--- src/hw/rtl/spa_pkg.sv ---
// Package: shared types and constants for the segment pool allocator.
`default_nettype none

package spa_pkg;

  localparam int unsigned ID_W     = 32;
  localparam int unsigned LEN_W    = 32;
  localparam int unsigned SLOT_W   = 6;
  localparam int unsigned STATUS_W = 3;
  localparam int unsigned COUNT_W  = 7;

  localparam logic [LEN_W-1:0] SEG_SIZE_RESET = 32'd1048576;

  // Command codes
  localparam logic CMD_ALLOC   = 1'b0;
  localparam logic CMD_RELEASE = 1'b1;

  // Status codes
  localparam logic [STATUS_W-1:0] ST_NEW      = 3'd0;
  localparam logic [STATUS_W-1:0] ST_HELD     = 3'd1;
  localparam logic [STATUS_W-1:0] ST_EMPTY    = 3'd2;
  localparam logic [STATUS_W-1:0] ST_RELEASED = 3'd3;
  localparam logic [STATUS_W-1:0] ST_NOT_HELD = 3'd4;

  typedef struct packed {
    logic             command;
    logic [ID_W-1:0]  segment_id;
    logic             use_default_size;
    logic [LEN_W-1:0] requested_length;
  } req_t;

  typedef struct packed {
    logic [SLOT_W-1:0]   slot_index;
    logic [STATUS_W-1:0] status;
    logic [LEN_W-1:0]    slot_length;
    logic [COUNT_W-1:0]  free_slots;
    logic [COUNT_W-1:0]  used_slots;
  } result_t;

  // Controller to datapath
  typedef struct packed {
    logic load;    // capture request, restart owner scan
    logic scan;    // advance owner scan
    logic commit;  // apply update, emit result
  } ctrl_cmd_t;

  // Datapath to controller
  typedef struct packed {
    logic cmp_last;  // last owner entry is compared this cycle
  } ctrl_sts_t;

endpackage

`default_nettype wire

--- src/hw/rtl/spa_datapath.sv ---
// Datapath: owner and free-stack memories, bound bits, counters, owner scan and update.
`default_nettype none

module spa_datapath #(
  parameter int unsigned POOL_SLOTS = 64
) (
  input  wire logic               clk_i,
  input  wire logic               rst_ni,
  input  wire logic               cfg_we_i,
  input  wire logic [31:0]        cfg_wdata_i,
  input  wire spa_pkg::req_t      req_i,
  input  wire spa_pkg::ctrl_cmd_t cmd_i,
  output spa_pkg::ctrl_sts_t      sts_o,
  output spa_pkg::result_t        result_o,
  output logic                    done_o
);

  localparam int unsigned IdxW   = (POOL_SLOTS > 1) ? $clog2(POOL_SLOTS) : 1;
  localparam int unsigned CntW   = $clog2(POOL_SLOTS + 1);
  localparam int unsigned SlotW  = spa_pkg::SLOT_W;
  localparam int unsigned CountW = spa_pkg::COUNT_W;
  localparam int unsigned LenW   = spa_pkg::LEN_W;
  localparam int unsigned IdW    = spa_pkg::ID_W;

  localparam logic [CntW-1:0] FullCnt  = CntW'(POOL_SLOTS);
  localparam logic [IdxW-1:0] LastIdx  = IdxW'(POOL_SLOTS - 1);

  logic [LenW-1:0]       cfg_size_q;
  spa_pkg::req_t         req_q;
  logic [IdxW-1:0]       idx_q;
  logic                  issue_done_q;
  logic                  rd_vld_q;
  logic                  rd_last_q;
  logic [IdxW-1:0]       rd_idx_q;
  logic [IdW-1:0]        owner_rd_q;
  logic                  bound_rd_q;
  logic                  hit_q;
  logic [IdxW-1:0]       hit_idx_q;
  logic [POOL_SLOTS-1:0] bound_q;
  logic [CntW-1:0]       free_top_q, free_top_d;
  logic [CntW-1:0]       count_q, count_d;
  logic [CntW-1:0]       low_q, low_d;
  logic [IdxW-1:0]       stack_rd_q;
  spa_pkg::result_t      result_q, result_d;
  logic                  done_q;

  logic [IdW-1:0]  owner_mem [POOL_SLOTS];
  logic [IdxW-1:0] stack_mem [POOL_SLOTS];

  logic            issue;
  logic            match;
  logic [CntW-1:0] top_m1_cnt;
  logic [IdxW-1:0] top_m1;
  logic [IdxW-1:0] pop_slot;
  logic [LenW-1:0] size;
  logic            do_bind;
  logic            do_unbind;
  logic            do_push;

  assign issue      = cmd_i.scan && !issue_done_q;
  assign match      = rd_vld_q && !hit_q && bound_rd_q &&
                      (owner_rd_q == req_q.segment_id);
  assign top_m1_cnt = free_top_q - CntW'(1);
  assign top_m1     = top_m1_cnt[IdxW-1:0];
  // Entries below the lowest stack depth ever reached still hold their reset slot.
  assign pop_slot   = (top_m1_cnt >= low_q) ? stack_rd_q : top_m1;
  assign size       = req_q.use_default_size ? cfg_size_q : req_q.requested_length;

  always_comb begin
    free_top_d = free_top_q;
    count_d    = count_q;
    do_bind    = 1'b0;
    do_unbind  = 1'b0;
    do_push    = 1'b0;
    result_d   = '0;
    if (req_q.command == spa_pkg::CMD_ALLOC) begin
      if (hit_q) begin
        result_d.slot_index  = SlotW'(hit_idx_q);
        result_d.status      = spa_pkg::ST_HELD;
        result_d.slot_length = size;
      end else if (free_top_q == '0) begin
        result_d.status = spa_pkg::ST_EMPTY;
      end else begin
        do_bind              = 1'b1;
        free_top_d           = top_m1_cnt;
        count_d              = count_q + CntW'(1);
        result_d.slot_index  = SlotW'(pop_slot);
        result_d.status      = spa_pkg::ST_NEW;
        result_d.slot_length = size;
      end
    end else begin
      if (!hit_q) begin
        result_d.status = spa_pkg::ST_NOT_HELD;
      end else begin
        do_unbind            = 1'b1;
        result_d.slot_index  = SlotW'(hit_idx_q);
        result_d.status      = spa_pkg::ST_RELEASED;
        result_d.slot_length = cfg_size_q;
        if (free_top_q != FullCnt) begin
          do_push    = 1'b1;
          free_top_d = free_top_q + CntW'(1);
        end
        if (count_q != '0) begin
          count_d = count_q - CntW'(1);
        end
      end
    end
    result_d.free_slots = CountW'(free_top_d);
    result_d.used_slots = CountW'(count_d);
    low_d = (free_top_d < low_q) ? free_top_d : low_q;
  end

  // Control and status registers
  always_ff @(posedge clk_i or negedge rst_ni) begin
    if (!rst_ni) begin
      cfg_size_q   <= spa_pkg::SEG_SIZE_RESET;
      idx_q        <= '0;
      issue_done_q <= 1'b0;
      rd_vld_q     <= 1'b0;
      rd_last_q    <= 1'b0;
      hit_q        <= 1'b0;
      bound_q      <= '0;
      free_top_q   <= FullCnt;
      count_q      <= '0;
      low_q        <= FullCnt;
      done_q       <= 1'b0;
    end else begin
      if (cfg_we_i) begin
        cfg_size_q <= cfg_wdata_i;
      end
      rd_vld_q  <= issue;
      rd_last_q <= issue && (idx_q == LastIdx);
      done_q    <= cmd_i.commit;
      if (cmd_i.load) begin
        idx_q        <= '0;
        issue_done_q <= 1'b0;
        hit_q        <= 1'b0;
      end else if (issue) begin
        if (idx_q == LastIdx) begin
          issue_done_q <= 1'b1;
        end else begin
          idx_q <= idx_q + IdxW'(1);
        end
      end
      if (match) begin
        hit_q <= 1'b1;
      end
      if (cmd_i.commit) begin
        free_top_q <= free_top_d;
        count_q    <= count_d;
        low_q      <= low_d;
        if (do_bind) begin
          bound_q[pop_slot] <= 1'b1;
        end
        if (do_unbind) begin
          bound_q[hit_idx_q] <= 1'b0;
        end
      end
    end
  end

  // Payload registers
  always_ff @(posedge clk_i) begin
    if (cmd_i.load) begin
      req_q <= req_i;
    end
    rd_idx_q   <= idx_q;
    bound_rd_q <= bound_q[idx_q];
    if (match) begin
      hit_idx_q <= rd_idx_q;
    end
    if (cmd_i.commit) begin
      result_q <= result_d;
    end
  end

  // Owner memory: one scan read port, one write port
  always_ff @(posedge clk_i) begin
    owner_rd_q <= owner_mem[idx_q];
    if (cmd_i.commit && do_bind) begin
      owner_mem[pop_slot] <= req_q.segment_id;
    end
  end

  // Free stack memory: top read port, push write port
  always_ff @(posedge clk_i) begin
    stack_rd_q <= stack_mem[top_m1];
    if (cmd_i.commit && do_push) begin
      stack_mem[free_top_q[IdxW-1:0]] <= hit_idx_q;
    end
  end

  assign sts_o.cmp_last = rd_last_q;
  assign result_o       = result_q;
  assign done_o         = done_q;

`ifndef SYNTHESIS
  // Every slot is either on the free stack or bound.
  assert property (@(posedge clk_i) disable iff (!rst_ni)
    ({1'b0, free_top_q} + {1'b0, count_q}) == (CntW + 1)'(POOL_SLOTS))
    else $error("free and used counts do not cover the pool");

  // A popped slot is never already bound.
  assert property (@(posedge clk_i) disable iff (!rst_ni)
    (cmd_i.commit && do_bind) |-> !bound_q[pop_slot])
    else $error("popped slot is already bound");

  // A hit always points at a bound slot.
  assert property (@(posedge clk_i) disable iff (!rst_ni)
    (cmd_i.commit && hit_q) |-> bound_q[hit_idx_q])
    else $error("hit slot is not bound");
`endif

endmodule

`default_nettype wire

--- src/hw/rtl/spa_ctrl.sv ---
// Controller: state machine sequencing capture, owner scan and commit.
`default_nettype none

module spa_ctrl (
  input  wire logic               clk_i,
  input  wire logic               rst_ni,
  input  wire logic               start_i,
  input  wire spa_pkg::ctrl_sts_t sts_i,
  output spa_pkg::ctrl_cmd_t      cmd_o,
  output logic                    busy_o
);

  localparam logic [1:0] S_IDLE   = 2'd0;
  localparam logic [1:0] S_SCAN   = 2'd1;
  localparam logic [1:0] S_COMMIT = 2'd2;

  logic [1:0] state_q, state_d;

  always_comb begin
    state_d = state_q;
    cmd_o   = '0;
    unique case (state_q)
      S_IDLE: begin
        if (start_i) begin
          cmd_o.load = 1'b1;
          state_d    = S_SCAN;
        end
      end
      S_SCAN: begin
        cmd_o.scan = 1'b1;
        if (sts_i.cmp_last) begin
          state_d = S_COMMIT;
        end
      end
      S_COMMIT: begin
        cmd_o.commit = 1'b1;
        state_d      = S_IDLE;
      end
      default: begin
        state_d = S_IDLE;
      end
    endcase
  end

  always_ff @(posedge clk_i or negedge rst_ni) begin
    if (!rst_ni) begin
      state_q <= S_IDLE;
    end else begin
      state_q <= state_d;
    end
  end

  assign busy_o = (state_q != S_IDLE);

`ifndef SYNTHESIS
  // Commit returns to idle in the next cycle.
  assert property (@(posedge clk_i) disable iff (!rst_ni)
    (state_q == S_COMMIT) |=> (state_q == S_IDLE))
    else $error("commit not followed by idle");

  // The last compare only happens while scanning.
  assert property (@(posedge clk_i) disable iff (!rst_ni)
    sts_i.cmp_last |-> (state_q == S_SCAN))
    else $error("scan finished outside scan state");

  // A request is taken only when idle.
  assert property (@(posedge clk_i) disable iff (!rst_ni)
    (state_q == S_IDLE && start_i) |=> (state_q == S_SCAN))
    else $error("request not followed by scan");
`endif

endmodule

`default_nettype wire

--- src/hw/rtl/segment_pool_allocator.sv ---
// Top level: segment pool allocator, controller plus datapath.
// A request runs through capture, a scan of every owner entry and commit; the
//   result strobe is registered from commit. No new request is taken until commit
//   ends; the scan reads one slot owner per cycle from the owner memory's scan read port.
// Reset: async active low; free stack full (highest slot on top), no slot bound,
//   default segment size 1048576. No clearing pass; the receiver cannot stall.
`default_nettype none

module segment_pool_allocator #(
  parameter int unsigned POOL_SLOTS = 64
) (
  input  wire logic             clk_i,
  input  wire logic             rst_ni,
  // Configuration: default segment length
  input  wire logic             cfg_we_i,
  input  wire logic [31:0]      cfg_wdata_i,
  // Request transfer: taken when start_i is high and busy_o low
  input  wire logic             start_i,
  input  wire spa_pkg::req_t    req_i,
  output logic                  busy_o,
  // Result transfer: valid for exactly the cycle done_o is high
  output logic                  done_o,
  output spa_pkg::result_t      result_o
);

  spa_pkg::ctrl_cmd_t cmd;
  spa_pkg::ctrl_sts_t sts;

  // Sequence idle -> scan all owners -> commit; hold busy until commit ends.
  spa_ctrl u_ctrl (
    .clk_i   (clk_i),
    .rst_ni  (rst_ni),
    .start_i (start_i),
    .sts_i   (sts),
    .cmd_o   (cmd),
    .busy_o  (busy_o)
  );

  // Hold pool state; scan owners for the id, then pop or push in the commit
  // state and register the result for a single-cycle strobe.
  spa_datapath #(
    .POOL_SLOTS (POOL_SLOTS)
  ) u_datapath (
    .clk_i       (clk_i),
    .rst_ni      (rst_ni),
    .cfg_we_i    (cfg_we_i),
    .cfg_wdata_i (cfg_wdata_i),
    .req_i       (req_i),
    .cmd_i       (cmd),
    .sts_o       (sts),
    .result_o    (result_o),
    .done_o      (done_o)
  );

endmodule

`default_nettype wire
--- config.mk ---
export PLATFORM = sky130hd
export DESIGN_NAME = segment_pool_allocator
export DESIGN_NICKNAME = d
export VERILOG_FILES = /design/src/hw/rtl/spa_pkg.sv /design/src/hw/rtl/spa_datapath.sv /design/src/hw/rtl/spa_ctrl.sv /design/src/hw/rtl/segment_pool_allocator.sv
export SDC_FILE = /design/constraint.sdc
export NUM_CORES = 2
export LEC_CHECK = 0
export ABC_CLOCK_PERIOD_IN_PS = 6800
export BUFFER_PORTS_ARGS = -buffer_cell sky130_fd_sc_hd__buf_4
export CORE_ASPECT_RATIO = 0.7
export CORE_UTILIZATION = 60
export CTS_BUF_LIST = sky130_fd_sc_hd__clkbuf_4
export CTS_CLUSTER_SIZE = 40
export DETAILED_ROUTE_END_ITERATION = 8
export PLACE_DENSITY = 0.72
export SYNTH_ARGS = -nofsm -noshare
export SYNTH_HDL_FRONTEND = slang
export SYNTH_SLANG_ARGS = --single-unit
--- constraint.sdc ---
create_clock -name clk_i -period 6.8 [get_ports clk_i]
set_input_delay 1.36 -clock clk_i [delete_from_list [all_inputs] [get_ports clk_i]]
set_output_delay 1.36 -clock clk_i [all_outputs]
set_load 0.01 [all_outputs]
==> summary.md <==
| Metric | Value |
|---|---|
| Worst clock skew | 106 ps |
| Post-synthesis cell area | between 100,000 and 150,000 sq um |
| Final Instance Area | roughly 120,000 sq um |
| I/O pin cnt | 159 |
| Critical Path Sink Type | flip-flop |
| Htree depth | 6 |
| Run status | finished, final reports clean |
| Maximum number of buffers from clock root to sink | 4 |
| Final core occ | 68.3% |
| Remaining antenna violation count after routing | 0 |
| Power density over the cells | around 360 nW/um^2 |
| R2r startpoint | u_datapath.free_top_q[0] |
| Setup fix buffers added after clock tree synthesis | 0 |
| Worst setup slack for register-to-register paths | roughly 1700 ps |
| Layout filler cell count | approximately 11,000 |
| Antenna violations before repair | 23 |
| IR drop worst, VDD | roughly 420 uV |
| Effective utilization at floorplan | roughly three fifths |
| Proportion of synthesized chip area in sequential cells | approximately 76% |
| Number of nets in the layout | ~5,600 |
| Number of buffers inserted for hold repair after clock tree synthesis | 1 |
| Post-route DRC | 0 |
| Share of synthesized cell area in full adder, half adder and majority cells | less than 1% |
| Worst Min Path Start | req_i[37] |
| Worst setup startpoint | u_datapath.free_top_q[0] |
| Worst slew margin relative to its limit | 17.3% |
| Post-synthesis area per instance | approximately 22 sq um |
| Critical path arrival | approximately 6200 ps |
| Dominant combinational cell family by area after synthesis | multiplexers |
| Crit-path max cell delay | 1000 ps |
| Post-synthesis compound-gate area fraction | roughly 1.4% |
| Detail Placement HPWL | 168,000 microns |
| Setup Total Neg Slack | 0 ps |
| Highest-delay cell along the critical path | sky130_fd_sc_hd__mux2i_4 |
| Placed Cells | around 7,200 |
| Worst-skew pair later-pin latency | 1400 ps |
| Placement-stage cell area | around 110,000 sq um |
| Number of buffer and inverter stages on the critical path | 3 |
| Post-synthesis instance total | ~4,700 |
| Area of the die | approximately 180,000 sq um |
| Endpoint required time on the critical path | roughly 7800 ps |
| Most used DFF post-synth | sky130_fd_sc_hd__edfxtp_1 |
| Critical Path Start Type | flip-flop |
| Placement Rows | 128 |
| Total count of hold-check failures in the final report | 0 |
| Input/output buffers | around 160 |
| Total of warnings raised by yosys | 0 |
| Final weighted congestion of routability-driven global placement | about 0.95 |
| Cell-by-cell listing of the critical path | inv_1 -> ha_4 -> or4b_4 -> o21ai_0 -> nand2_1 -> ha_1 -> o21a_1 -> o21ai_0 -> a21oi_4 -> buf_12 -> mux2i_4 -> buf_4 |
| Via count of the first global-routing pass | about 54,000 |
| Via count | 55,100 |
| Leading cell type in the layout, fill and taps excluded | sky130_fd_sc_hd__edfxtp_1 |
| Die outline height | 354 microns |
| Synth Area in XOR/XNOR | less than 1% |
| Number of nets produced by synthesis | ~5,000 |
| Clock slew at the register clock pins of the worst setup and hold paths | roughly 70 ps |
| Share of the clock period used by the worst path | 75.7% |
| Most frequent cells in the layout | 2,559 x sky130_fd_sc_hd__edfxtp_1, 969 x sky130_fd_sc_hd__clkbuf_4, 795 x sky130_fd_sc_hd__mux4_2 |
| Crit-path most repeated cell | sky130_fd_sc_hd__o21ai_0 |
| Number of register bits inferred by synthesis | around 2,700 |
| Clock Sinks | about 2,700 |
| Transition time at the pin with the least slew margin | 1230 ps |
| Number of max-cap violations | 0 |
| Number of gates resized after CTS | 0 |
| Layout cells sized above 1 | around two fifths |
| Share of async-settable or async-resettable flops after synthesis | about 4.8% |
| Class of the tightest hold or removal check | in2reg |
| Static power due to leakage | slightly below 40 nW |
| Detailed-router iteration count before antenna repair | 5 |
| Total wirelength of the detailed-routed design | ~270,000 microns |
| Min Clock Period, post-route | 5150 ps |
| Overall Power | about 43 mW |
| Final number of setup-violating endpoints | 0 |
| Width of the die | approximately 500 microns |
| First-pass GRT wire length | a little under 400,000 microns |
| Overflow left after global routing | 0 |
| Number of buffers created by CTS | between 600 and 700 |
| Count of non-filler cells in the finished layout | 8,290 |
| CTS tree | yes |
| Cell type group with the largest total delay on the critical path | compound AO/OA/AOI/OAI gates |
| Share of cell area taken by muxes after synthesis | a little under a fifth |
| Highest clock frequency the design can meet | between 150 and 200 MHz |
| Number of library cell types mapped by synthesis | 62 |
| Maximum fanout count along the critical path | 19 |
| Crit Path Class | reg2reg |
| Count of final max-slew check failures | 0 |
| GRT Total Usage | a little under a third |
| Violation count after the first detailed-routing iteration | 8,507 |
| Root buffer cell | sky130_fd_sc_hd__clkbuf_4 |
| Unrepaired setup endpoints after global routing | false |
| Average routed wire per standard cell | ~33 microns |
| Synth-to-layout area growth | 12.6% |
| Pin count of the biggest net entering global routing | approximately 140 |
| Post-Synth Simple-Gate Area | between 2 and 2.5% |
| EDFF count, synth | ~2,600 |
| Core area | approximately 170,000 sq um |
| Via density per instance | 6.64 |
synth_stat cells, types with 6 or more instances:
cell / count / area, sq um
sky130_fd_sc_hd__buf_2: 78 / 390
sky130_fd_sc_hd__nand4_1: 22 / 138
sky130_fd_sc_hd__a2bb2oi_1: 32 / 280
sky130_fd_sc_hd__o22ai_1: 7 / 43.8
sky130_fd_sc_hd__a21oi_1: 26 / 130
sky130_fd_sc_hd__mux2_2: 40 / 450
sky130_fd_sc_hd__dfrtp_1: 127 / 3180
sky130_fd_sc_hd__a22o_1: 34 / 298
sky130_fd_sc_hd__or3_1: 10 / 62.6
sky130_fd_sc_hd__o21ai_0: 26 / 130
sky130_fd_sc_hd__clkbuf_1: 133 / 499
sky130_fd_sc_hd__xnor2_1: 37 / 324
sky130_fd_sc_hd__nand2_1: 249 / 935
sky130_fd_sc_hd__nand2b_1: 8 / 50.1
sky130_fd_sc_hd__or2_2: 6 / 37.5
sky130_fd_sc_hd__edfxtp_1: 2559 / 76800
sky130_fd_sc_hd__mux2i_1: 67 / 671
sky130_fd_sc_hd__buf_1: 35 / 131
sky130_fd_sc_hd__nand3_1: 55 / 275
sky130_fd_sc_hd__mux2_4: 7 / 105
sky130_fd_sc_hd__nor3b_1: 7 / 52.6
sky130_fd_sc_hd__inv_1: 17 / 63.8
sky130_fd_sc_hd__nor4_1: 8 / 50.1
sky130_fd_sc_hd__o22a_1: 33 / 289
sky130_fd_sc_hd__nor3_1: 17 / 85.1
sky130_fd_sc_hd__nor2_1: 129 / 484
sky130_fd_sc_hd__nand3b_1: 9 / 67.6
sky130_fd_sc_hd__xor2_1: 20 / 175
sky130_fd_sc_hd__mux4_2: 795 / 17900
sky130_fd_sc_hd__dfxtp_1: 45 / 901
sky130_fd_sc_hd__ha_1: 19 / 238
through the flow:
step                setup WS (ps)  hold WS (ps)
finish                       1650           163
global route                 1430          46.1
CTS                          1700          39.5
detailed placement           1790           389
global placement             1770           388
floorplan                     968           342
kinds of logic (layout without fill, tap and decap cells):
group                    Yosys count  in the layout
AO/OA/AOI/OAI                    191            191
XOR/XNOR                          57             57
adder cells (fa/ha/maj)           19             19
buffers and inverters            275           1472
flip-flops                      2734           2734
multiplexers                     909            909
other                              0             15
AND/OR/NAND/NOR                  553            553
registers in the layout, summed over array words and instances (netlist names), 2 cells and up:
| register | cells |
|---|---|
| u_datapath.rd_idx_q | 6 |
| u_datapath.low_q | 7 |
| u_datapath.owner_mem | 2048 |
| u_datapath.idx_q | 6 |
| u_datapath.cfg_size_q | 32 |
| u_datapath.owner_rd_q | 32 |
| u_datapath.count_q | 7 |
| u_datapath.bound_q | 64 |
| u_datapath.stack_rd_q | 6 |
| u_datapath.stack_mem | 384 |
| u_datapath.result_o | 55 |
| u_ctrl.state_q | 2 |
| u_datapath.free_top_q | 7 |
| u_datapath.req_q | 66 |
| u_datapath.hit_idx_q | 6 |
final timing paths:
kind,to,depth (start not counted)
hold / removal,u_datapath.req_q[37],1
hold reg to reg,u_datapath.hit_idx_q[1],0
setup reg to reg,u_datapath.owner_mem[16][20],12
setup / recovery,u_datapath.owner_mem[16][20],12
min in group asynchronous,u_datapath.cfg_size_q[14],2
max in group asynchronous,u_datapath.bound_q[25],3
routing by layer:
| metal | GRT usage (%) | vias up | share of wire, % |
|---|---|---|---|
| met1 | 49.2 | 28500 | 40 |
| li1 | - | 21800 | - |
| met2 | 39.6 | 4247 | 41 |
| met5 | 0.419 | - | 0.070 |
| met4 | 9.96 | 14 | 2.8 |
| met3 | 13.0 | 469 | 16 |
worst register-to-register path: stages, from the launching register on:
cell                      delay [ps]
sky130_fd_sc_hd__dfrtp_4         510
sky130_fd_sc_hd__inv_1           250
sky130_fd_sc_hd__ha_4            240
sky130_fd_sc_hd__or4b_4          530
sky130_fd_sc_hd__o21ai_0         190
sky130_fd_sc_hd__nand2_1          80
sky130_fd_sc_hd__ha_1            270
sky130_fd_sc_hd__o21a_1          110
sky130_fd_sc_hd__o21ai_0         130
sky130_fd_sc_hd__a21oi_4         650
sky130_fd_sc_hd__buf_12          370
sky130_fd_sc_hd__mux2i_4        1030
sky130_fd_sc_hd__buf_4           420
power breakdown:
part,internal [mW],switching (mW),leakage (nW)
Sequential,18.5,0.428,25.1
Clock,6.68,6.35,4.80
Combinational,4.69,5.89,8.82
layout make-up:
cell class / instances / area [sq um] / area share, %
Antenna cell: 15 / 37.5 / 0.0314
Clock buffer: 969 / 7270 / 6.09
Clock inverter: 150 / 713 / 0.597
Inverter: 21 / 78.8 / 0.0660
Multi-Input combinational cell: 1729 / 24700 / 20.7
Sequential cell: 2734 / 81000 / 67.9
Tap cell: 2340 / 2930 / 2.45
Timing Repair Buffer: 332 / 2670 / 2.24
Note: power is estimated with default switching activity, not from simulation.
